$ cat src/rtl/core/rgg_pkg.sv
// Shared types, widths and constants for the rhythmic gate gain block.
`timescale 1ns / 1ps
`default_nettype none

package rgg_pkg;

	localparam int SAMPLE_W        = 16;
	localparam int CHANNELS        = 2;
	localparam int COUNT_W         = 24;
	localparam int PERIOD_W        = 20;
	localparam int MIX_W           = 16;
	localparam int GAIN_W          = 16;
	localparam int DECLICK_DEFAULT = 12;
	localparam int QUEUE_DEPTH     = 4;
	localparam int QPTR_W          = $clog2(QUEUE_DEPTH);
	localparam int REG_IDX_W       = 2;
	localparam int TDATA_IN_W      = CHANNELS * SAMPLE_W + COUNT_W;
	localparam int TDATA_OUT_W     = CHANNELS * SAMPLE_W;

	localparam logic [GAIN_W-1:0] UNITY_Q15 = 16'h8000;

	typedef enum logic [REG_IDX_W-1:0] {
		REG_PERIOD = 2'd0,
		REG_ON     = 2'd1,
		REG_MIX    = 2'd2
	} reg_index_t;

	typedef struct packed {
		logic [PERIOD_W-1:0] period;
		logic [PERIOD_W-1:0] on;
		logic [MIX_W-1:0]    mix;
	} cfg_t;

	// One classified frame: samples, pass-through flag and Q1.15 gate value
	typedef struct packed {
		logic signed [SAMPLE_W-1:0] left;
		logic signed [SAMPLE_W-1:0] right;
		logic                       pass;
		logic [GAIN_W-1:0]          gain;
	} gate_item_t;

endpackage

`default_nettype wire

$ cat src/rtl/core/rgg_back.sv
// Back end: mix blend, sample scaling with rounding, output register.
`timescale 1ns / 1ps
`default_nettype none

module rgg_back (
	input  logic                               clk,
	input  logic                               arst_n,
	input  logic [rgg_pkg::MIX_W-1:0]          mix,
	input  logic                               in_valid,
	output logic                               in_ready,
	input  rgg_pkg::gate_item_t                in_item,
	output logic                               out_valid,
	input  logic                               out_ready,
	output logic signed [rgg_pkg::SAMPLE_W-1:0] left_out,
	output logic signed [rgg_pkg::SAMPLE_W-1:0] right_out
);
	import rgg_pkg::*;

	localparam int PROD_W = SAMPLE_W + GAIN_W + 1;
	localparam int RND_W  = PROD_W - 15;

	function automatic logic signed [SAMPLE_W-1:0] round_sat(
		input logic signed [PROD_W-1:0] prod
	);
		logic signed [PROD_W-1:0] biased;
		logic signed [RND_W-1:0]  r;
		begin
			biased = prod + PROD_W'(16384);
			r      = RND_W'(biased >>> 15);
			if (r > RND_W'(32767)) begin
				round_sat = 16'sh7fff;
			end else if (r < -RND_W'(32768)) begin
				round_sat = 16'sh8000;
			end else begin
				round_sat = r[SAMPLE_W-1:0];
			end
		end
	endfunction

	logic                       en;
	logic [MIX_W-1:0]           mix_sat;
	logic [2*GAIN_W-1:0]        att_sum;
	logic [GAIN_W-1:0]          scale;

	logic                       vld_s1, vld_s2, vld_s3;
	logic                       pass_s1, pass_s2;
	logic [GAIN_W-1:0]          att_s1;
	logic signed [SAMPLE_W-1:0] left_s1, right_s1, left_s2, right_s2;
	logic signed [PROD_W-1:0]   lprod_s2, rprod_s2;
	logic signed [SAMPLE_W-1:0] left_s3, right_s3;

	assign en       = !vld_s3 || out_ready;
	assign in_ready = en;
	assign mix_sat  = (mix > UNITY_Q15) ? UNITY_Q15 : mix;

	// attenuation = ((1 - g) * mix) rounded to Q1.15
	assign att_sum = (UNITY_Q15 - in_item.gain) * mix_sat + (2*GAIN_W)'(16384);
	assign scale   = UNITY_Q15 - att_s1;

	always_ff @(posedge clk or negedge arst_n) begin
		if (!arst_n) begin
			vld_s1 <= 1'b0;
			vld_s2 <= 1'b0;
			vld_s3 <= 1'b0;
		end else if (en) begin
			vld_s1 <= in_valid;
			vld_s2 <= vld_s1;
			vld_s3 <= vld_s2;
		end
	end

	always_ff @(posedge clk) begin
		if (en) begin
			att_s1   <= att_sum[GAIN_W+14:15];
			left_s1  <= in_item.left;
			right_s1 <= in_item.right;
			pass_s1  <= in_item.pass;

			lprod_s2 <= PROD_W'(left_s1) * $signed({1'b0, scale});
			rprod_s2 <= PROD_W'(right_s1) * $signed({1'b0, scale});
			left_s2  <= left_s1;
			right_s2 <= right_s1;
			pass_s2  <= pass_s1;

			left_s3  <= pass_s2 ? left_s2 : round_sat(lprod_s2);
			right_s3 <= pass_s2 ? right_s2 : round_sat(rprod_s2);
		end
	end

	assign out_valid = vld_s3;
	assign left_out  = left_s3;
	assign right_out = right_s3;

endmodule

`default_nettype wire

$ cat config.mk
export PLATFORM = sky130hd
export DESIGN_NAME = rgg_back
export DESIGN_NICKNAME = d
export VERILOG_FILES = /design/src/rtl/core/rgg_pkg.sv /design/src/rtl/core/rgg_back.sv
export SDC_FILE = /design/constraint.sdc
export NUM_CORES = 2
export LEC_CHECK = 0
export ABC_CLOCK_PERIOD_IN_PS = 8400
export BUFFER_PORTS_ARGS = -buffer_cell sky130_fd_sc_hd__buf_4
export CORE_MARGIN = 1.5
export CORE_UTILIZATION = 30
export DETAILED_ROUTE_END_ITERATION = 16
export PLACE_DENSITY = 0.44
export SYNTH_ARGS = -nofsm -noshare
export SYNTH_HDL_FRONTEND = slang
export SYNTH_SLANG_ARGS = --single-unit
$ cat constraint.sdc
create_clock -name clk -period 8.4 [get_ports clk]
set_input_delay 0.42 -clock clk [delete_from_list [all_inputs] [get_ports clk]]
set_output_delay 0.42 -clock clk [all_outputs]
set_load 0.01 [all_outputs]
==> qor.csv <==
metric,value,unit
worst r2r src,att_s1[2]$_DFFE_PP_,
Worst Path Max Fanout,17,
RSZ-0062 raised after global routing,no,
Num CTS Buffers,17,
worst hold start,in_item[28],
Slew @ Worst Pin,1.208,ns
final slew viol count,0,
post-route setup TNS,0,ns
ranking of synthesized cells by area,"fa_1, edfxtp_1, ha_1",
H-tree levels,4,
share of cells above drive strength 1,8.082,%
Slew HR,19.07,%
outcome,completed,
crit path launch type,flop,
boundary pin count,103,
Die Ht,333.1,um
hold depth,1,
Die Width,333.1,um
"Reg clk slew, reported paths",0.08,ns
Root Driver,clkbuf_16,
first-pass GRT wire length,137400,um
CTS tree,yes,
"FF+latch count, synth",155,
Hold Crit Endpoint,right_s1[11]$_DFFE_PP_,
Worst EP required,8.64,ns
cell with the most instances after synthesis,inv_1,
Synth Instances,3440,
ANT nets after route,0,
r2r setup slk,0.50,ns
Hold Crit Class,in2reg,
FILL cells,11304,
Die ar.,110900,um^2
fmax,0.1266,GHz
Worst setup EP type,flop,
crit path DAT,8.14,ns
# rows,120,
final hold vios,0,
cells on worst reg2reg path,26,
"Net Count, Synth",4485,
number of global-route vias before repair,24417,
GPL Wtd Cong,0.8198,
via density per instance,4.446,
largest net degree at the start of global routing,68,
DR vias,22032,
max cap viols,0,
worst skew pair latency,0.49,ns
final wirelength,84790,um
DP HPWL,70200,um
Initial Utilization,30.40,%
leading area contributor after synthesis,fa_1,
cell area after synthesis,32680,um^2
Iter 0 DRT Violations,920,
I/O Buffers,102,
Commonest cells post-synth,"inv_1, fa_1, nand2_1",
sequential share of the synthesized area,14.19,%
final setup fails,0,
drt wl/cell,17.11,um
# DRC,0,
P&R area growth vs syn,10.90,%
setup bufs post-CTS,0,
post-route minimum period,7.896,ns
remaining global-route overflow,0,
Final Skew,0.01403,ns
CP Class,reg2reg,
all-layer global routing usage,15.96,%
initial antenna violation count,0,
"Top FF cell, synth",edfxtp_1,
CTS sink count,155,
"EDFF count, synth",152,
Ys Warns,0,
core area,107500,um^2
Total Nets Final,4583,
asr flop ratio synth,1.935,%
buffer depth of the longest clock path,2,
number of distinct library cells after synthesis,66,
Worst R2R End,rprod_s2[32]$_DFFE_PP_,
final period utilization,94.00,%
Avg Inst Size Synth,9.501,um^2
top cell type's share of synthesized area,39.45,%
TritonRoute pass-1 iters,5,
==> per-layer routing <==
| metal | global-route usage [%] | up-vias | part of all wire (%) |
|---|---|---|---|
| met4 | 3.225 | 0 | 1.2 |
| met2 | 28.12 | 219 | 50 |
| met1 | 21.59 | 11273 | 47 |
| met5 | 0 | - | 0 |
| met3 | 0.9942 | 44 | 1.8 |
| li1 | - | 10496 | - |
==> cell families (layout without fill, tap and decap cells) <==
family,after synthesis,count (layout),share of synthesized area (%)
and+or+nand+nor,991,991,14.32
adders and majority gates,976,976,52.16
buffers and inverters,961,1072,11.07
AOI/OAI and AO/OA,195,195,3.748
DFF,155,155,14.19
xor gates and xnor gates,145,145,3.932
muxes,17,17,0.5857
other,0,1,0
==> per-stage QoR <==
step,hold slack [ns],util (%),setup WS [ns],cell area (um^2),cells
floorplan,0.1244,-,0.6339,32680,3440
global placement,0.2115,33.09,0.2779,35570,4921
detailed placement,0.2133,33.09,0.09855,35570,4921
CTS,0.05669,33.63,0.06460,36160,4954
global route,0.07387,33.71,0.004642,36240,4954
finish,0.1001,33.72,0.5039,36250,4955
==> worst max-delay path, cell delays in order (launching register included) <==
cell	delay, ns
edfxtp_1	0.47
nor3_2	0.22
nand2b_1	0.09
or4_1	0.48
nand2b_1	0.26
xor2_2	0.18
buf_4	0.32
nand2_1	0.13
fa_1	0.51
fa_1	0.46
fa_1	0.56
inv_1	0.06
fa_1	0.48
fa_1	0.49
inv_1	0.05
fa_1	0.47
inv_1	0.04
ha_1	0.30
and4_1	0.22
nor2b_1	0.14
or4b_1	0.54
o21ai_4	0.26
nor3_1	0.14
o21ai_1	0.24
o21ai_1	0.14
o41ai_2	0.26
xnor2_1	0.11
==> flip-flops by register name (all words and copies together) (netlist names) <==
name and cells:
lprod_s2 19, rprod_s2 19, att_s1 16, left_out 16, left_s1 16, left_s2 16, right_out 16, right_s1 16
right_s2 16, out_valid 1, pass_s1 1, pass_s2 1, vld_s1 1, vld_s2 1
==> worst max path at each step <==
stage          slack, ns  cells past startpoint                      to                 from
3_3_place_gp        0.28                     26  rprod_s2[32]$_DFFE_PP_  att_s1[2]$_DFFE_PP_
4_1_cts             0.06                     28  rprod_s2[32]$_DFFE_PP_  att_s1[0]$_DFFE_PP_
2_1_floorplan       0.63                     29    att_s1[15]$_DFFE_PP_           in_item[0]
5_1_grt            0.005                     26  rprod_s2[32]$_DFFE_PP_  att_s1[2]$_DFFE_PP_
6_report            0.50                     26  rprod_s2[32]$_DFFE_PP_  att_s1[2]$_DFFE_PP_
3_5_place_dp         0.1                     28  rprod_s2[32]$_DFFE_PP_  att_s1[0]$_DFFE_PP_
==> cell type report <==
type                            count  area, um^2  area share, %
Antenna cell                        1       2.502       0.006904
Clock buffer                       17       425.4          1.174
Clock inverter                     15       150.1         0.4142
Inverter                          844        3168          8.740
Multi-Input combinational cell   2324       24610          67.89
Sequential cell                   155        4639          12.80
Tap cell                         1403        1755          4.843
Timing Repair Buffer              196        1498          4.132
==> cells in the final DEF (no fill, tap or decap), drive strengths merged, types with 4 or more instances in the layout <==
master,count
a21oi,59
o211ai,7
a31oi,6
and2,233
nand2b,25
or4,4
xnor2,89
clkinv,4
edfxtp,152
inv,853
mux2,17
nand2,392
nand4,10
o21bai,7
ha,332
clkbuf,17
xor2,56
nor2b,14
nor3,21
buf,195
a211oi,19
fa,644
nor4,12
or3,5
or2,4
and3,9
nand3,30
o21ai,51
nor2,226
a21o,17
o21a,6
==> what timing repair did <==
action / 4_1_cts / 5_1_grt
resized for setup: 0 / 15
setup endpoints to repair: 0 / 14
hold endpoints to repair: 3 / 0
hold buffers: 1 / 0
Power is not shown: default switching activity piles up to over one toggle a cycle in this logic, so the estimate is an artifact.
