--- config.mk ---
export PLATFORM = sky130hd
export DESIGN_NAME = rgg_front
export DESIGN_NICKNAME = d
export VERILOG_FILES = /design/src/rtl/core/rgg_pkg.sv /design/src/rtl/core/rgg_front.sv
export SDC_FILE = /design/constraint.sdc
export NUM_CORES = 2
export LEC_CHECK = 0
export BUFFER_PORTS_ARGS = -buffer_cell sky130_fd_sc_hd__buf_2
export CAP_MARGIN = 20
export CORE_ASPECT_RATIO = 1.75
export CORE_MARGIN = 4
export CORE_UTILIZATION = 60
export CTS_CLUSTER_SIZE = 24
export DETAILED_ROUTE_END_ITERATION = 7
export PLACE_DENSITY = 0.77
export REMOVE_ABC_BUFFERS = 1
export SLEW_MARGIN = 20
export SYNTH_ARGS = -nofsm -noshare
export SYNTH_HDL_FRONTEND = slang
export SYNTH_SLANG_ARGS = --single-unit
--- constraint.sdc ---
create_clock -name clk -period 192.1 [get_ports clk]
set_clock_uncertainty 0.1 [all_clocks]
set_input_delay 57.63 -clock clk [delete_from_list [all_inputs] [get_ports clk]]
set_output_delay 57.63 -clock clk [all_outputs]
set_load 0.05 [all_outputs]
--- src/rtl/core/rgg_pkg.sv ---
// Shared types, widths and constants for the rhythmic gate gain block.
`timescale 1ns / 1ps
`default_nettype none

package rgg_pkg;

	localparam int SAMPLE_W        = 16;
	localparam int CHANNELS        = 2;
	localparam int COUNT_W         = 24;
	localparam int PERIOD_W        = 20;
	localparam int MIX_W           = 16;
	localparam int GAIN_W          = 16;
	localparam int DECLICK_DEFAULT = 12;
	localparam int QUEUE_DEPTH     = 4;
	localparam int QPTR_W          = $clog2(QUEUE_DEPTH);
	localparam int REG_IDX_W       = 2;
	localparam int TDATA_IN_W      = CHANNELS * SAMPLE_W + COUNT_W;
	localparam int TDATA_OUT_W     = CHANNELS * SAMPLE_W;

	localparam logic [GAIN_W-1:0] UNITY_Q15 = 16'h8000;

	typedef enum logic [REG_IDX_W-1:0] {
		REG_PERIOD = 2'd0,
		REG_ON     = 2'd1,
		REG_MIX    = 2'd2
	} reg_index_t;

	typedef struct packed {
		logic [PERIOD_W-1:0] period;
		logic [PERIOD_W-1:0] on;
		logic [MIX_W-1:0]    mix;
	} cfg_t;

	// One classified frame: samples, pass-through flag and Q1.15 gate value
	typedef struct packed {
		logic signed [SAMPLE_W-1:0] left;
		logic signed [SAMPLE_W-1:0] right;
		logic                       pass;
		logic [GAIN_W-1:0]          gain;
	} gate_item_t;

endpackage

`default_nettype wire

--- src/rtl/core/rgg_front.sv ---
// Front end: accepts frames, pipelined phase remainder, gate value lookup.
`timescale 1ns / 1ps
`default_nettype none

module rgg_front #(
	parameter int DECLICK_FRAMES = rgg_pkg::DECLICK_DEFAULT
) (
	input  logic                               clk,
	input  logic                               arst_n,
	input  rgg_pkg::cfg_t                      cfg,
	input  logic                               in_valid,
	output logic                               in_ready,
	input  logic signed [rgg_pkg::SAMPLE_W-1:0] left_in,
	input  logic signed [rgg_pkg::SAMPLE_W-1:0] right_in,
	input  logic [rgg_pkg::COUNT_W-1:0]        count_in,
	input  logic                               bypass_in,
	output rgg_pkg::gate_item_t                item,
	output logic                               item_valid,
	input  logic                               item_ready
);
	import rgg_pkg::*;

	localparam int KW   = (DECLICK_FRAMES > 1) ? $clog2(DECLICK_FRAMES) : 1;
	localparam int LAST = COUNT_W - 1;

	// restoring remainder, one count bit per stage
	logic [COUNT_W-1:0]         vld_s;
	logic [COUNT_W-1:0]         pass_s;
	logic [PERIOD_W-1:0]        rem_s   [COUNT_W];
	logic [COUNT_W-1:0]         cnt_s   [COUNT_W];
	logic signed [SAMPLE_W-1:0] left_s  [COUNT_W];
	logic signed [SAMPLE_W-1:0] right_s [COUNT_W];

	logic [GAIN_W-1:0] ramp_tab [DECLICK_FRAMES];

	logic             adv;
	logic             accept;
	logic             pass_in;
	gate_item_t       item_q;
	logic             item_valid_q;

	logic [PERIOD_W-1:0] phase;
	logic [PERIOD_W-1:0] k_full;
	logic [PERIOD_W:0]   ramp_end;
	logic [GAIN_W-1:0]   gain;

	assign adv      = !item_valid_q || item_ready;
	assign in_ready = adv;
	assign accept   = in_valid && adv;
	assign pass_in  = bypass_in || (cfg.mix == '0);

	// declick ramp (D-k)/(D+1) in Q1.15, rounded half up
	for (genvar k = 0; k < DECLICK_FRAMES; k++) begin : g_ramp
		localparam int RampVal =
			((DECLICK_FRAMES - k) * 32768 + (DECLICK_FRAMES + 1) / 2) / (DECLICK_FRAMES + 1);
		assign ramp_tab[k] = GAIN_W'(RampVal);
	end

	for (genvar j = 0; j < COUNT_W; j++) begin : g_div
		logic [PERIOD_W:0] trial;
		logic [PERIOD_W:0] diff;

		if (j == 0) begin : g_first
			assign trial = {{PERIOD_W{1'b0}}, count_in[COUNT_W-1]};

			always_ff @(posedge clk or negedge arst_n) begin
				if (!arst_n) begin
					vld_s[j] <= 1'b0;
				end else if (adv) begin
					vld_s[j] <= in_valid;
				end
			end

			always_ff @(posedge clk) begin
				if (adv) begin
					cnt_s[j]   <= count_in;
					left_s[j]  <= left_in;
					right_s[j] <= right_in;
					pass_s[j]  <= pass_in;
				end
			end
		end else begin : g_next
			assign trial = {rem_s[j-1], cnt_s[j-1][COUNT_W-1-j]};

			always_ff @(posedge clk or negedge arst_n) begin
				if (!arst_n) begin
					vld_s[j] <= 1'b0;
				end else if (adv) begin
					vld_s[j] <= vld_s[j-1];
				end
			end

			always_ff @(posedge clk) begin
				if (adv) begin
					cnt_s[j]   <= cnt_s[j-1];
					left_s[j]  <= left_s[j-1];
					right_s[j] <= right_s[j-1];
					pass_s[j]  <= pass_s[j-1];
				end
			end
		end

		// top bit set means trial < period: keep trial
		assign diff = trial - {1'b0, cfg.period};

		always_ff @(posedge clk) begin
			if (adv) begin
				rem_s[j] <= diff[PERIOD_W] ? trial[PERIOD_W-1:0] : diff[PERIOD_W-1:0];
			end
		end
	end

	// gate value from phase
	assign phase    = rem_s[LAST];
	assign k_full   = phase - cfg.on;
	assign ramp_end = {1'b0, cfg.on} + (PERIOD_W+1)'(DECLICK_FRAMES);

	always_comb begin
		if (cfg.period == '0 || phase < cfg.on) begin
			gain = UNITY_Q15;
		end else if (cfg.on > PERIOD_W'(DECLICK_FRAMES) && {1'b0, phase} < ramp_end) begin
			gain = ramp_tab[k_full[KW-1:0]];
		end else begin
			gain = '0;
		end
	end

	always_ff @(posedge clk or negedge arst_n) begin
		if (!arst_n) begin
			item_valid_q <= 1'b0;
		end else if (adv) begin
			item_valid_q <= vld_s[LAST];
		end
	end

	always_ff @(posedge clk) begin
		if (adv) begin
			item_q.left  <= left_s[LAST];
			item_q.right <= right_s[LAST];
			item_q.pass  <= pass_s[LAST];
			item_q.gain  <= gain;
		end
	end

	assign item       = item_q;
	assign item_valid = item_valid_q;

endmodule

`default_nettype wire

==> out/results.env <==
FLOORPLAN.IO_PINS=168
AVGROUTEDWIREPERCELL_UM=20.1
CTS_HOLD_REPAIR.BUFFERS=0
1ST_ITER_DRT_VIOLS=2483
CAP_VIOLATIONS=0
CRITICAL_PATH.MAX_STAGE_DELAY_NS=0.62
CTS.CLK_SLEW.WORST_PATHS_NS=0.07
POWERDENSITY_nW_PER_UM2=19.9
LAYOUT_COMMONEST_CELL='sky130_fd_sc_hd__edfxtp_1'
SYNTH-SEQ-AREA-SHARE_PCT=62.9
NETS=6325
SYNTH_AREA_UM2=77200
GRT_MAX_DEGREE=185
FINAL_AREA_UM2=84800
CLOCK.FMAX_GHz=0.00857
RSZ_0062_RAISED_AFTER_GLOBAL_ROUTING='false'
SYNTH.AVG_CELL_AREA_UM2=14.4
PATH_DELAY_FAMILY='buffers and inverters'
TIMING.FINAL.CRIT_PERIOD_NS=116.75
CRITICAL_PATH.SLOWEST_CELL='sky130_fd_sc_hd__inv_8'
POST_SYNTH_MUX_AREA_SHARE_PCT=5.44
GRT.TOTAL_USAGE_PCT=22.1
STARTPOINT='item_ready'
OVERFLOW=0
CRITPATHCAPTURETYPE='output port'
SYNTHXORXNORAREAFRAC_PCT=4.80
MOST-COMMON-LAYOUT-CELLS='1,597 x sky130_fd_sc_hd__edfxtp_1, 506 x sky130_fd_sc_hd__ha_1, 428 x sky130_fd_sc_hd__a21oi_1'
INITIAL_CORE_UTIL_PCT=60.6
SYNTHTOLAYOUTAREAGROWTH_PCT=9.76
CRIT_REQUIRED_NS=134.37
SYNTHESIS.INSTANCES=5375
CTS.SINK_COUNT=1622
SETUP_TOTAL_NEGATIVE_SLACK_NS=0
FINAL_SETUP_VIOLATION_COUNT=0
TIMING.CRITICAL_PATH.DEPTH=5
HOLD_VIOL_FINAL=0
RUN_STATUS='finished, final reports clean'
PATH_CLASS_OF_THE_LOWEST_SLACK_MIN_DELAY_PATH='reg2reg'
CLK_LATENCY_NS=0.79
CRIT_PATH_CELL_TRACE='buf_2 > nor2b_2 > buf_4 > inv_8 > buf_2'
SYNTH_TOP_FAMILY_BY_AREA='compound AO/OA/AOI/OAI gates'
LAYOUT_WORST_PATH_CYCLE_SHARE_PCT=60.8
FF2FF_PATH_DEPTH=7
CTS_BUF_COUNT=139
DIEAREA_UM2=135000
PLACEMENT.IO_BUFFERS=167
FIN_UTIL_PCT=66.5
MAXUSEDROUTINGLAYER='met4'
GLOBAL_ROUTE_WIRE_LENGTH_BEFORE_REPAIR_UM=235000
DRC=0
CORE_AREA_UM2=127000
POWER.TOTAL_mW=1.69
POST-DP-HPWL_UM=98200
PLACED_CELLS_INCL_TAPS=7199
LAUNCH_INSTANCE_OF_THE_WORST_REGISTER_TO_REGISTER_PATH='item_valid'
CTS-RESIZED-GATES=0
CRITICAL_PATH.STARTPOINT_TYPE='primary input'
TRITONCTS='done'
DRT-PASS1-ITER-COUNT=5
LAYOUTNONFILLERINSTCOUNT=7443
PATH_MAX_FANOUT=133
ROWS=173
YS_FF_LATCH=1622
MET2WIRELENGTH_UM=83000
MIN_DELAY_SRC='right_s[11][13]'
GP_CONGESTION=0.897
CP_COMMON_CELL='sky130_fd_sc_hd__buf_2'
WORST_SLEW_PIN_SLEW_NS=1.09
YS_ASYNC_SR_FRACTION_PCT=1.54
ROUTE.DETAILED.VIAS_PER_INST=5.95
ROUTE.ANTENNA.REMAINING_NETS=0
HTREEDEPTH=4
MET1_LENGTH_UM=51900
POST_SYNTH_FA_HA_MAJ_AREA_FRACTION_PCT=8.82
FILLER_CELL_COUNT=8788
SYNTH_FF_TYPE='sky130_fd_sc_hd__edfxtp_1'
FIRST_GLOBAL_VIAS=46000
WORSTSETUPPATHTYPE='in2out'
DIE_HEIGHT_UM=483
POST_CTS_BUFFERS=0
GRT_ANTENNA_BEFORE_REPAIR=2
PATH_BUF_INV=4
IR_DROP_mV=0.0152
SYNTH_SIMPLE_GATE_AREA_SHARE_PCT=5.86
WIRELENGTH_ROUTED_UM=149000
LKG_PWR_nW=32.3
MET3_WIRELENGTH_UM=6130
FP.DIEW_UM=279
CLOCK_TREE.BUFFER_DEPTH=3
MAX_SLEW_MARGIN_PCT=27.3
FINAL-MAX-SLEW-VIOLATION-COUNT=0
FRACTION_OF_THE_MAPPED_NETLIST_AREA_IN_COMPOUND_GATES_PCT=10.9
POSTPLACECELLAREA_UM2=80200
DRIVE_ABOVE_1_SHARE_PCT=14.6
NUMBER_OF_FLOPS_MAPPED_TO_ENABLE_CELLS_BY_YOSYS=1597
SYN_WARNINGS=0
ARRIVAL_TIME_WORST_ENDPOINT_NS=59.02
ROOT_BUFFER='sky130_fd_sc_hd__clkbuf_16'
HOLD-PATH-CELL-COUNT=0
YS_TYPES=78
DETAILROUTE.VIA_COUNT=44300
## where the power goes
part	leakage [nW]	internal, mW	switching [mW]
Sequential	16.3	0.627	0.0635
Combinational	13.8	0.318	0.397
Clock	2.19	0.153	0.128
## synthesized netlist by cell type, types with 10 or more instances
cell,number,area (µm²)
sky130_fd_sc_hd__edfxtp_1,1597,48000
sky130_fd_sc_hd__ha_1,506,6330
sky130_fd_sc_hd__a21oi_1,428,2140
sky130_fd_sc_hd__nor2_1,401,1510
sky130_fd_sc_hd__mux2_2,298,3360
sky130_fd_sc_hd__xnor2_1,251,2200
sky130_fd_sc_hd__o21ai_0,230,1150
sky130_fd_sc_hd__nand2_1,198,743
sky130_fd_sc_hd__a21o_1,168,1260
sky130_fd_sc_hd__inv_1,145,544
sky130_fd_sc_hd__xor2_1,126,1100
sky130_fd_sc_hd__o21a_1,92,691
sky130_fd_sc_hd__nand2b_1,76,475
sky130_fd_sc_hd__a211oi_1,74,556
sky130_fd_sc_hd__nand3_1,69,345
sky130_fd_sc_hd__nand4_1,53,332
sky130_fd_sc_hd__o21bai_1,46,345
sky130_fd_sc_hd__mux2i_1,45,450
sky130_fd_sc_hd__nor3_1,40,200
sky130_fd_sc_hd__nor2b_1,38,238
sky130_fd_sc_hd__o31a_2,29,290
sky130_fd_sc_hd__dfrtp_1,25,626
sky130_fd_sc_hd__a31oi_1,24,150
sky130_fd_sc_hd__fa_1,24,480
sky130_fd_sc_hd__buf_4,22,165
sky130_fd_sc_hd__nor3b_1,22,165
sky130_fd_sc_hd__and3_1,21,131
sky130_fd_sc_hd__mux2_4,18,270
sky130_fd_sc_hd__a2111oi_0,17,149
sky130_fd_sc_hd__a221o_1,17,170
sky130_fd_sc_hd__a31o_2,16,140
sky130_fd_sc_hd__and2_1,16,100
sky130_fd_sc_hd__buf_6,16,180
sky130_fd_sc_hd__o211ai_1,15,113
sky130_fd_sc_hd__o41ai_2,15,244
sky130_fd_sc_hd__a21boi_0,14,105
sky130_fd_sc_hd__o31a_1,14,123
sky130_fd_sc_hd__o31a_4,14,245
sky130_fd_sc_hd__xnor2_4,14,385
sky130_fd_sc_hd__o31ai_1,13,97.6
sky130_fd_sc_hd__nor4_1,12,75.1
sky130_fd_sc_hd__clkbuf_1,11,41.3
sky130_fd_sc_hd__mux2_1,11,124
sky130_fd_sc_hd__or3_1,10,62.6
## sequential cells by signal, summed over array words and instances (netlist names)
name,count
right_s,384
cnt_s,276
vld_s,24
rem_s,480
item_valid,1
pass_s,24
left_s,384
item,49
## cell type report
class	instances	area, µm²	area share (%)
sequential	1622	48600	57.3
multi-input combinational	3555	27800	32.7
clock buffer	166	3580	4.22
tap	1662	2080	2.45
timing repair buffer	214	1220	1.44
clock inverter	77	996	1.17
inverter	146	556	0.655
antenna	1	2.50	0.00295
## worst paths after layout
check,to,slack (ns)
max in group asynchronous,vld_s[10],134.83
worst max register to register,pass_s[19],186.60
worst min-delay path,right_s[12][13],0.30
worst max-delay path,in_ready,75.35
min in group asynchronous,vld_s[17],56.71
worst min register to register,right_s[12][13],0.30
## cell families after synthesis
family	count (synthesis)
flip-flops	1622
AO/OA/AOI/OAI	1277
AND/OR/NAND/NOR	975
adder cells (fa/ha/maj)	530
XOR/XNOR	392
multiplexers	372
buffers and inverters	206
other	1
## per-stage QoR
step | hold slack, ns | setup slack [ns]
global placement | 0.300 | 75.31
floorplan | 0.300 | 45.48
finish | 0.302 | 75.35
global route | 0.308 | 75.22
detailed placement | 0.305 | 75.31
CTS | 0.305 | 75.31
## routing by layer
metal | GRT usage [%] | up-vias
met5 | 0 | -
met4 | 11.4 | 0
met3 | 3.64 | 483
met2 | 43.2 | 1016
met1 | 22.1 | 21500
li1 | - | 21300
(Power assumes the default switching activity.)
