[config.mk]
export PLATFORM = sky130hd
export DESIGN_NAME = rgg_queue
export DESIGN_NICKNAME = d
export VERILOG_FILES = /design/src/rtl/core/rgg_pkg.sv /design/src/rtl/core/rgg_queue.sv
export SDC_FILE = /design/constraint.sdc
export NUM_CORES = 1
export LEC_CHECK = 0
export ABC_AREA = 1
export BUFFER_PORTS_ARGS = -buffer_cell sky130_fd_sc_hd__buf_2
export CAP_MARGIN = 5
export CORE_MARGIN = 2
export CORE_UTILIZATION = 35
export DETAILED_ROUTE_END_ITERATION = 10
export GPL_TIMING_DRIVEN = 0
export PLACE_DENSITY = 0.58
export SLEW_MARGIN = 15
export SYNTH_ARGS = -nofsm -noshare
export SYNTH_HDL_FRONTEND = slang
export SYNTH_SLANG_ARGS = --single-unit
[constraint.sdc]
create_clock -name clk -period 4.9 [get_ports clk]
set_clock_uncertainty 0.15 [all_clocks]
set_input_delay 0.735 -clock clk [delete_from_list [all_inputs] [get_ports clk]]
set_output_delay 0.735 -clock clk [all_outputs]
set_load 0.01 [all_outputs]
[src/rtl/core/rgg_pkg.sv]
// Shared types, widths and constants for the rhythmic gate gain block.
`timescale 1ns / 1ps
`default_nettype none

package rgg_pkg;

	localparam int SAMPLE_W        = 16;
	localparam int CHANNELS        = 2;
	localparam int COUNT_W         = 24;
	localparam int PERIOD_W        = 20;
	localparam int MIX_W           = 16;
	localparam int GAIN_W          = 16;
	localparam int DECLICK_DEFAULT = 12;
	localparam int QUEUE_DEPTH     = 4;
	localparam int QPTR_W          = $clog2(QUEUE_DEPTH);
	localparam int REG_IDX_W       = 2;
	localparam int TDATA_IN_W      = CHANNELS * SAMPLE_W + COUNT_W;
	localparam int TDATA_OUT_W     = CHANNELS * SAMPLE_W;

	localparam logic [GAIN_W-1:0] UNITY_Q15 = 16'h8000;

	typedef enum logic [REG_IDX_W-1:0] {
		REG_PERIOD = 2'd0,
		REG_ON     = 2'd1,
		REG_MIX    = 2'd2
	} reg_index_t;

	typedef struct packed {
		logic [PERIOD_W-1:0] period;
		logic [PERIOD_W-1:0] on;
		logic [MIX_W-1:0]    mix;
	} cfg_t;

	// One classified frame: samples, pass-through flag and Q1.15 gate value
	typedef struct packed {
		logic signed [SAMPLE_W-1:0] left;
		logic signed [SAMPLE_W-1:0] right;
		logic                       pass;
		logic [GAIN_W-1:0]          gain;
	} gate_item_t;

endpackage

`default_nettype wire

[src/rtl/core/rgg_queue.sv]
// Short FIFO between the front end and the gain stage.
`timescale 1ns / 1ps
`default_nettype none

module rgg_queue (
	input  logic                clk,
	input  logic                arst_n,
	input  logic                push_valid,
	output logic                push_ready,
	input  rgg_pkg::gate_item_t push_item,
	output logic                pop_valid,
	input  logic                pop_ready,
	output rgg_pkg::gate_item_t pop_item
);
	import rgg_pkg::*;

	gate_item_t        slot_q [QUEUE_DEPTH];
	logic [QPTR_W-1:0] wptr_q;
	logic [QPTR_W-1:0] rptr_q;
	logic [QPTR_W:0]   count_q;
	logic              do_push;
	logic              do_pop;

	assign pop_valid  = (count_q != '0);
	// a full queue still takes a transaction when one leaves in the same cycle
	assign push_ready = (count_q != (QPTR_W+1)'(QUEUE_DEPTH)) || pop_ready;
	assign do_push    = push_valid && push_ready;
	assign do_pop     = pop_valid && pop_ready;
	assign pop_item   = slot_q[rptr_q];

	always_ff @(posedge clk or negedge arst_n) begin
		if (!arst_n) begin
			wptr_q  <= '0;
			rptr_q  <= '0;
			count_q <= '0;
		end else begin
			if (do_push) begin
				wptr_q <= wptr_q + 1'b1;
			end
			if (do_pop) begin
				rptr_q <= rptr_q + 1'b1;
			end
			case ({do_push, do_pop})
				2'b10:   count_q <= count_q + 1'b1;
				2'b01:   count_q <= count_q - 1'b1;
				default: count_q <= count_q;
			endcase
		end
	end

	always_ff @(posedge clk) begin
		if (do_push) begin
			slot_q[wptr_q] <= push_item;
		end
	end

endmodule

`default_nettype wire

==> results of run 1 <==
-- metal layers --
metal / GRT usage [%] / vias up / routed length [µm]
met1: 20.3 / 2390 / 8330
met4: 3.15 / 2 / 229
met5: 0 / - / 11
li1: - / 2462 / -
met2: 25.0 / 124 / 8550
met3: 2.92 / 24 / 989
-- Yosys cell counts --
cell type  instances  area, µm²
edfxtp_1         196       5890
nand2_1          118        443
nor2_1           104        390
inv_1             63        236
o21ai_0           50        250
o211ai_1          49        368
buf_2             14       70.1
clkbuf_1          11       41.3
dfrtp_1            7        175
ha_1               5       62.6
nand3_1            5       25.0
buf_1              4       15.0
buf_6              2       22.5
buf_4              1       7.51
fa_1               1       20.0
inv_2              1       3.75
nand4_1            1       6.26
xnor2_1            1       8.76
-- layout by cell type, fill, tap and decap left out, types with 2 or more instances in the layout --
| cell | count |
|---|---|
| clkinv_1 | 5 |
| buf_2 | 117 |
| o21ai_0 | 50 |
| nand2_1 | 118 |
| o211ai_1 | 49 |
| buf_1 | 4 |
| buf_12 | 4 |
| clkbuf_16 | 23 |
| dfrtp_1 | 7 |
| inv_1 | 63 |
| clkinv_2 | 6 |
| buf_16 | 4 |
| nand3_1 | 5 |
| nor2_1 | 100 |
| ha_1 | 5 |
| buf_6 | 2 |
| edfxtp_1 | 196 |
| clkbuf_1 | 15 |
| nor2_4 | 4 |
-- registers in the layout, indices dropped and copies added (netlist names) --
register and cells:
slot_q 196, wptr_q 2, rptr_q 2, count_q 3
-- metrics by stage --
stage | util [%] | setup TNS, ps | cells | total power, mW
6_report | 43.4 | 0 | 1071 | 5.89
5_1_grt | 43.4 | 0 | 1070 | 6.27
4_1_cts | 43.4 | 0 | 1070 | 5.98
3_3_place_gp | 39.4 | -162220 | 1021 | 4.39
3_5_place_dp | 40.4 | 0 | 1029 | 4.48
2_1_floorplan | - | 0 | 633 | 3.56
-- power by group through the flow --
| stage | Clock (mW) | Combinational, mW | Sequential, mW |
|---|---|---|---|
| CTS | 1.53 | 2.13 | 2.32 |
| finish | 1.50 | 2.07 | 2.32 |
| detailed placement | 0 | 2.12 | 2.36 |
| global placement | 0 | 2.00 | 2.40 |
| floorplan | 0 | 1.20 | 2.36 |
| global route | 1.60 | 2.32 | 2.35 |
-- worst max path at each step --
stage / start / endpoint / slack [ps] / depth (start not counted)
2_1_floorplan: pop_ready / slot_q[0][0] / 1140 / 4
3_3_place_gp: pop_ready / slot_q[2][27] / -1050 / 5
3_5_place_dp: pop_ready / slot_q[2][27] / 2120 / 7
4_1_cts: rptr_q[1] / pop_item[7] / 1900 / 5
5_1_grt: rptr_q[1] / pop_item[28] / 1740 / 6
6_report: rptr_q[1] / pop_item[7] / 1920 / 5
-- cell type report --
class,count,share of cell area [%]
timing repair buffer,112,7.31
tap,285,3.64
buffer,32,1.60
sequential,203,61.9
antenna,1,0.0256
inverter,64,2.45
multi-input combinational,334,16.4
clock buffer,27,6.03
clock inverter,13,0.664
-- cell families after synthesis --
family	count (synthesis)	share of synthesized area, %
AO/OA/AOI/OAI	99	7.70
flip-flops	203	75.5
AND/OR/NAND/NOR	228	10.8
XOR/XNOR	1	0.109
buffers and inverters	96	4.94
adder cells (fa/ha/maj)	6	1.03
-- critical path, delay by kind of cell, from the launching register on --
kind                   cells  cell delay (ps)
buffers and inverters      3              910
DFF                        1              340
and+or+nand+nor            1              160
AOI/OAI and AO/OA          1              180
-- repair_timing --
action	in CTS	in global routing
gates resized for setup	0	0
hold endpoints to repair	7	0
hold buffers	1	0
==> impl_metrics.env, run 1 <==
export IMPL_max_cap_violations=0
export IMPL_vias=5002
export IMPL_hold_end="slot_q[1][19]"
export IMPL_hold_viol=0
export IMPL_setup_viol=0
export IMPL_power_density_nw_per_um2=602
export IMPL_fmax_ghz=0.336
export IMPL_grt_pass1_wl_mm=27.3
export IMPL_clock_latency_ps=490
export IMPL_hold_class="in2reg"
export IMPL_ys_seq_elements=203
export IMPL_ys_seq_area_share_pct=75.5
export IMPL_ant_nets=0
export IMPL_synth_nets=692
export IMPL_globalplace_congestion=0.694
export IMPL_fin_crit_ps=2980
export IMPL_crit_top_cell="buf_2"
export IMPL_r2r_start="count_q[2]"
export IMPL_numPortBuffers=103
export IMPL_static_leakage_power_nw=3.82
export IMPL_syn_area_um2=8030
export IMPL_cts_sinks=203
export IMPL_drv_slew=0
export IMPL_pin_count=104
export IMPL_p_int_mw=3.79
export IMPL_path_clk_slew_ps=60
export IMPL_tritoncts="yes"
export IMPL_grt_usage_pct=14.9
export IMPL_seq_power_share_pct=39.4
export IMPL_rrSetupSlack_ps=2590
export IMPL_drt_iter0_drc=287
export IMPL_crit_chain="buf_2, clkbuf_1, o211ai_1, nand2_1, buf_2"
export IMPL_hold_path_cell_count=1
export IMPL_grt_setup_unrepaired="false"
export IMPL_worstHoldStart="push_item[19]"
export IMPL_finalNetCount=828
export IMPL_pwr_share_comb_pct=35.1
export IMPL_crit_slowest_cell="clkbuf_1"
export IMPL_criticalPathCategory="reg2out"
export IMPL_worst_slew_pin_transition_ps=684
export IMPL_remaining_drc_errors=0
export IMPL_finish_instance_area_um2=9790
export IMPL_rows=55
export IMPL_fin_crit_sh_pct=60.7
export IMPL_postSynthCellCount=633
export IMPL_swShare_pct=35.6
export IMPL_area_delta_synth_final_pct=21.9
export IMPL_regArea_um2=6060
export IMPL_r2r_end="slot_q[2][26]"
export IMPL_core_um2=22600
export IMPL_dpl_cell_area_um2=9120
export IMPL_grt_pass1_vias=4883
export IMPL_die_area_um2=24200
export IMPL_grt_overflow=0
export IMPL_chipHeight_um=155
export IMPL_htreeDepth=1
export IMPL_status="completed"
export IMPL_fill_cells=2112
export IMPL_slowest_delay_ps=520
export IMPL_layout_drive_gt1_share_pct=20.9
export IMPL_cp_required_ps=4010
export IMPL_setup_slack_ps=1920
export IMPL_ir_drop_mv=0.273
export IMPL_die_w_um=155
export IMPL_cp_end_kind="primary output"
export IMPL_start_util_pct=35.6
export IMPL_multi_input_area_um2=1600
export IMPL_p_sw_mw=2.10
export IMPL_rr_worst_depth=7
export IMPL_avgViaCountPerCell=4.67
export IMPL_cts_buffer_depth=3
export IMPL_synth_area_per_cell_um2=12.7
export IMPL_post_cts_buffers=0
export IMPL_crit_arrival_ps=2090
export IMPL_cts_root_buffer="clkbuf_16"
export IMPL_worstSetupStartpointType="flip-flop"
export IMPL_hpwl_mm=11.3
export IMPL_path_max_fanout=10
export IMPL_slew_limit_headroom_pct=54.3
export IMPL_drtPass1Iterations=6
export IMPL_p_clk_share_pct=25.5
export IMPL_numCtsBuffers=22
export IMPL_yosysWarningCount=0
export IMPL_wl_mm=18.1
export IMPL_grt_max_degree=24
export IMPL_grt_antenna_before_repair=2
export IMPL_ys_types=18
export IMPL_routedWlPerCell_um=16.9
export IMPL_preCtsSetupSlack_ps=2120
export IMPL_timing_hold_ws_ps=305
(Power assumes the default switching activity.)
==> run 2, diff against run 1 <==
--- a/config.mk
+++ b/config.mk
@@ -5,7 +5,7 @@
 export SDC_FILE = /design/constraint.sdc
 export NUM_CORES = 1
 export LEC_CHECK = 0
-export ABC_AREA = 1
+export ABC_AREA = 0
 export BUFFER_PORTS_ARGS = -buffer_cell sky130_fd_sc_hd__buf_2
 export CAP_MARGIN = 5
 export CORE_MARGIN = 2
==> constraint.sdc (replaced) <==
create_clock -name clk -period 2.93 [get_ports clk]
set_clock_uncertainty 0.15 [all_clocks]
set_input_delay 0.4395 -clock clk [delete_from_list [all_inputs] [get_ports clk]]
set_output_delay 0.4395 -clock clk [all_outputs]
set_load 0.01 [all_outputs]
==> impl_metrics.env, run 2 <==
export IMPL_status="completed"
export IMPL_synth_nets=355
export IMPL_swShare_pct=28.4
export IMPL_crit_arrival_ps=2100
export IMPL_multi_input_area_um2=1360
export IMPL_grt_antenna_before_repair=2
export IMPL_grt_setup_unrepaired="false"
export IMPL_core_um2=21000
export IMPL_max_cap_violations=0
export IMPL_numPortBuffers=103
export IMPL_cts_root_buffer="clkbuf_16"
export IMPL_setup_slack_ps=240
export IMPL_cp_depth=4
export IMPL_synthFlopType="edfxtp_1"
export IMPL_grt_usage_pct=12.7
export IMPL_drv_slew=0
export IMPL_synth_top_cell_area_share_pct=78.5
export IMPL_static_leakage_power_nw=3.26
export IMPL_final_common_cell="edfxtp_1"
export IMPL_power_density_nw_per_um2=980
export IMPL_tritoncts="yes"
export IMPL_path_clk_slew_ps=50
export IMPL_globalplace_congestion=0.710
export IMPL_yosysMostFrequentCell="edfxtp_1"
export IMPL_clock_latency_ps=480
export IMPL_slew_limit_headroom_pct=71.2
export IMPL_cts_sinks=203
export IMPL_rr_worst_depth=10
export IMPL_grt_pass1_wl_mm=21.5
export IMPL_crit_buf_inv=3
export IMPL_ys_types=23
export IMPL_fin_crit_ps=2690
export IMPL_top_regs="slot_q x196, count_q x3"
export IMPL_fin_setup_tns_ps=0
export IMPL_worst_slew_pin_transition_ps=432
export IMPL_hold_path_cell_count=1
export IMPL_post_cts_buffers=0
export IMPL_fin_crit_sh_pct=91.8
export IMPL_drtPass1Iterations=4
export IMPL_diodes=0
export IMPL_routedWlPerCell_um=18.7
export IMPL_criticalPathCategory="reg2out"
export IMPL_pwr_share_comb_pct=29.9
export IMPL_finish_instance_area_um2=9400
export IMPL_regArea_um2=6060
export IMPL_cts_buffer_depth=3
export IMPL_area_delta_synth_final_pct=25.3
export IMPL_critical_path_top_delay_family="buffers and inverters"
export IMPL_fin_util_pct=44.7
export IMPL_hold_viol=0
export IMPL_cp_required_ps=2340
export IMPL_async_flop_share_pct=3.45
export IMPL_wl_mm=13.9
export IMPL_layout_drive_gt1_share_pct=44.3
export IMPL_synthTopCellsByCount="196 x edfxtp_1, 49 x mux4_2, 7 x buf_2, 7 x dfrtp_1"
export IMPL_ant_nets=0
export IMPL_power_total_mw=9.21
export IMPL_crit_slowest_cell="mux4_2"
export IMPL_regMostFlops="slot_q"
export IMPL_grt_pass1_vias=3850
export IMPL_numCtsBuffers=22
export IMPL_p_clk_share_pct=27.2
export IMPL_synth_largest_area_cell="edfxtp_1"
export IMPL_synth_edf_count=196
export IMPL_final_cells=744
export IMPL_crit_chain="buf_2, buf_2, mux4_2, buf_2"
export IMPL_ys_seq_elements=203
export IMPL_hold_class="in2reg"
export IMPL_yosysWarningCount=0
export IMPL_hpwl_mm=8.72
export IMPL_postSynthCellCount=296
export IMPL_fill_cells=1801
export IMPL_p_sw_mw=2.61
export IMPL_grt_overflow=0
export IMPL_setup_viol=0
export IMPL_grt_max_degree=29
export IMPL_dp_cells=678
export IMPL_preCtsSetupSlack_ps=220
export IMPL_dpl_cell_area_um2=8450
export IMPL_start_util_pct=35.7
export IMPL_slowest_delay_ps=590
export IMPL_ir_drop_mv=0.567
export IMPL_largest_reg_flops=196
export IMPL_chipHeight_um=150
export IMPL_htreeDepth=1
export IMPL_worstSetupStartpointType="flip-flop"
export IMPL_die_area_um2=22600
export IMPL_avgViaCountPerCell=4.72
export IMPL_ys_seq_area_share_pct=80.9
export IMPL_synth_area_leaders="edfxtp_1 79%, mux4_2 15%, dfrtp_1 2.3%, ha_1 0.83%, buf_2 0.47%"
export IMPL_syn_area_um2=7500
export IMPL_path_max_fanout=10
export IMPL_crit_top_cell="buf_2"
export IMPL_pin_count=104
export IMPL_remaining_drc_errors=0
export IMPL_die_w_um=150
export IMPL_layout_common_cells="196 x edfxtp_1, 110 x buf_2, 49 x mux4_2, 27 x dlygate4sd3_1, 23 x clkbuf_16"
export IMPL_cp_end_kind="primary output"
export IMPL_synth_area_per_cell_um2=25.3
export IMPL_drt_iter0_drc=107
export IMPL_finalNetCount=513
export IMPL_timing_hold_ws_ps=25.0
export IMPL_seq_power_share_pct=42.9
export IMPL_p_int_mw=6.60
export IMPL_fmax_ghz=0.372
export IMPL_vias=3514
export IMPL_rows=53
run 2: changes by cell type in the layout (fill, tap and decap cells not counted), sizes merged, moves of 4 or more:
cell	delta
o21ai	-49
nor2	-103
clkinv	-4
o211ai	-49
mux4	+49
dlygate4sd3	+26
nand3	-4
nand2	-117
and3	+4
buf	-17
inv	-59
run 2: cell type report:
type	count	area share, %
plain buffers	13	0.746
clock buffers	32	6.81
clock inverters	7	0.320
inverters	6	0.240
multi-input cells	74	14.5
flip-flops and latches	203	64.5
well taps	275	3.66
repair buffers	134	9.22
run 2: final timing paths:
check	end	slack, ps	from
worst max register to register	count_q[2]	300	count_q[0]
max in group asynchronous	count_q[1]	2290	arst_n
min in group asynchronous	wptr_q[1]	170	arst_n
worst min register to register	count_q[2]	390	count_q[2]
worst min-delay path	slot_q[0][48]	20	push_item[48]
worst max-delay path	pop_item[27]	240	rptr_q[0]
run 2: power groups by stage:
| stage | Clock, mW | Sequential, mW | Combinational [mW] |
|---|---|---|---|
| final | 2.50 | 3.95 | 2.75 |
| after global routing | 2.70 | 4.00 | 3.02 |
| after CTS | 2.60 | 3.96 | 2.86 |
| after detailed placement | 0 | 4.02 | 2.82 |
| after global placement | 0 | 4.00 | 2.70 |
| after floorplan | 0 | 3.97 | 1.75 |
run 2: repair_timing:
action / CTS / global route
resized for setup: 1 / 6
endpoints found under the setup margin: 10 / 22
hold buffers: 27 / 0
hold endpoints to repair: 104 / 0
run 2: per-layer routing:
layer	up-vias	track usage, %	wire (µm)
met5	-	0	16
met4	2	3.35	239
met3	23	3.67	1030
met2	102	21.6	6970
met1	1817	15.9	5690
li1	1570	-	-
run 2: logic make-up after synthesis:
kind of cell	share of synthesized area, %
multiplexers	14.9
XOR/XNOR	0.801
buffers and inverters	1.17
AO/OA/AOI/OAI	0.250
AND/OR/NAND/NOR	0.968
adder cells (fa/ha/maj)	1.10
flip-flops	80.9
==> run 3, diff against run 2 <==
==> constraint.sdc (replaced) <==
create_clock -name clk -period 2.93 [get_ports clk]
set_clock_uncertainty 0.15 [all_clocks]
set_input_delay 0.586 -clock clk [delete_from_list [all_inputs] [get_ports clk]]
set_output_delay 0.586 -clock clk [all_outputs]
set_load 0.01 [all_outputs]
==> impl_metrics.env, run 3 (same netlist as run 2, synthesis figures left out) <==
export IMPL_start_util_pct=35.7
export IMPL_static_leakage_power_nw=3.16
export IMPL_grt_antenna_before_repair=2
export IMPL_top_regs="slot_q x196, count_q x3"
export IMPL_setup_viol=0
export IMPL_final_cells=718
export IMPL_crit_arrival_ps=2050
export IMPL_crit_end="pop_item[43]"
export IMPL_grt_usage_pct=12.5
export IMPL_numCtsBuffers=22
export IMPL_worst_slew_pin_transition_ps=437
export IMPL_finalNetCount=487
export IMPL_dp_cells=678
export IMPL_grt_overflow=0
export IMPL_die_w_um=150
export IMPL_htreeDepth=1
export IMPL_grt_setup_unrepaired="false"
export IMPL_ir_drop_mv=0.565
export IMPL_rrSetupSlack_ps=290
export IMPL_worstSetupStartpointType="flip-flop"
export IMPL_startpoint="rptr_q[0]"
export IMPL_area_delta_synth_final_pct=22.0
export IMPL_layout_common_cells="196 x edfxtp_1, 106 x buf_2, 49 x mux4_2, 23 x clkbuf_16"
export IMPL_largest_reg_flops=196
export IMPL_drv_slew=0
export IMPL_slew_limit_headroom_pct=70.9
export IMPL_cp_required_ps=2190
export IMPL_hold_viol=0
export IMPL_regMostFlops="slot_q"
export IMPL_cp_end_kind="primary output"
export IMPL_path_max_fanout=10
export IMPL_status="completed"
export IMPL_hpwl_mm=8.72
export IMPL_worstHoldStart="push_item[31]"
export IMPL_fin_crit_sh_pct=94.9
export IMPL_routedWlPerCell_um=19.2
export IMPL_r2r_end="count_q[2]"
export IMPL_fin_crit_ps=2780
export IMPL_globalplace_congestion=0.710
export IMPL_pin_count=104
export IMPL_grt_pass1_wl_mm=21.1
export IMPL_diodes=0
export IMPL_grt_pass1_vias=3746
export IMPL_numPortBuffers=103
export IMPL_path_clk_slew_ps=60
export IMPL_fill_cells=1819
export IMPL_hold_class="in2reg"
export IMPL_power_density_nw_per_um2=1010
export IMPL_core_um2=21000
export IMPL_cts_sinks=203
export IMPL_cts_root_buffer="clkbuf_16"
export IMPL_avgViaCountPerCell=4.78
export IMPL_max_cap_violations=0
export IMPL_tritoncts="yes"
export IMPL_vias=3429
export IMPL_fin_setup_tns_ps=0
export IMPL_grt_max_degree=29
export IMPL_rows=53
export IMPL_drtPass1Iterations=4
export IMPL_criticalPathCategory="reg2out"
export IMPL_final_common_cell="edfxtp_1"
export IMPL_fmax_ghz=0.360
export IMPL_cts_buffer_depth=3
export IMPL_ant_nets=0
export IMPL_die_area_um2=22600
export IMPL_r2r_start="count_q[0]"
export IMPL_clock_latency_ps=480
export IMPL_chipHeight_um=150
export IMPL_layout_drive_gt1_share_pct=47.0
export IMPL_rr_worst_depth=10
export IMPL_remaining_drc_errors=0
export IMPL_drt_iter0_drc=102
export IMPL_wl_mm=13.8
run 3: changes by cell type in the layout (fill, tap and decap cells not counted):
cell / before / now
clkbuf_4: 0 / 3
buf_4: 0 / 1
buf_2: 110 / 106
dlygate4sd3_1: 27 / 1
run 3: how the worst min path moves through the flow:
| stage | cells after the start | end | slack, ps |
|---|---|---|---|
| 2_1_floorplan | 0 | count_q[0] | 140 |
| 3_3_place_gp | 1 | rptr_q[1] | 290 |
| 3_5_place_dp | 1 | wptr_q[1] | 290 |
| 4_1_cts | 1 | slot_q[3][23] | 130 |
| 5_1_grt | 1 | slot_q[3][26] | 140 |
| 6_report | 1 | slot_q[2][31] | 160 |
run 3: worst max-delay path: stages, from the launching register on:
cell and delay (ps):
dfrtp_1 310, buf_2 180, buf_2 350, mux4_2 560
buf_2 160
run 3: report_power, final:
part	leakage, nW	switching (mW)	internal (mW)	total, mW
clock network	0.330	1.00	1.50	2.51
registers	1.88	0.132	3.82	3.95
logic	0.949	1.47	1.27	2.74
total	3.16	2.61	6.59	9.20
run 3: layout make-up:
type                    instances  area [µm²]  area share, %
plain buffers                  13        80.1          0.876
clock buffers                  32         639           6.99
repair buffers                108         606           6.62
inverters                       6        22.5          0.246
multi-input cells              74        1360           14.9
clock inverters                 7        30.0          0.328
well taps                     275         344           3.76
flip-flops and latches        203        6060           66.3
run 3: layer usage:
layer  wire [µm]  global-route usage (%)  vias up
li1            -                       -     1514
met3        1020                    3.88       21
met1        5620                    15.7     1796
met4         216                    3.21        2
met2        6930                    21.2       96
met5          13                       0        -
run 3: what timing repair did:
action	CTS	global route
pin swaps	0	0
hold buffers	1	0
gates resized for setup	5	3
endpoints found under the hold margin	7	0
endpoints found under the setup margin	39	22
buffers inserted	0	0
run 3: through the flow:
stage          instance area (µm²)  setup WS, ps  hold WS, ps  power (mW)  util [%]
6_report                      9150           148          159        9.20      43.5
3_5_place_dp                  8450          73.6          286        6.83      40.2
2_1_floorplan                 7500           339          140        5.72         -
4_1_cts                       9140          25.7          131        9.40      43.5
3_3_place_gp                  8360           150          286        6.70      39.7
5_1_grt                       9150          6.48          137        9.70      43.5
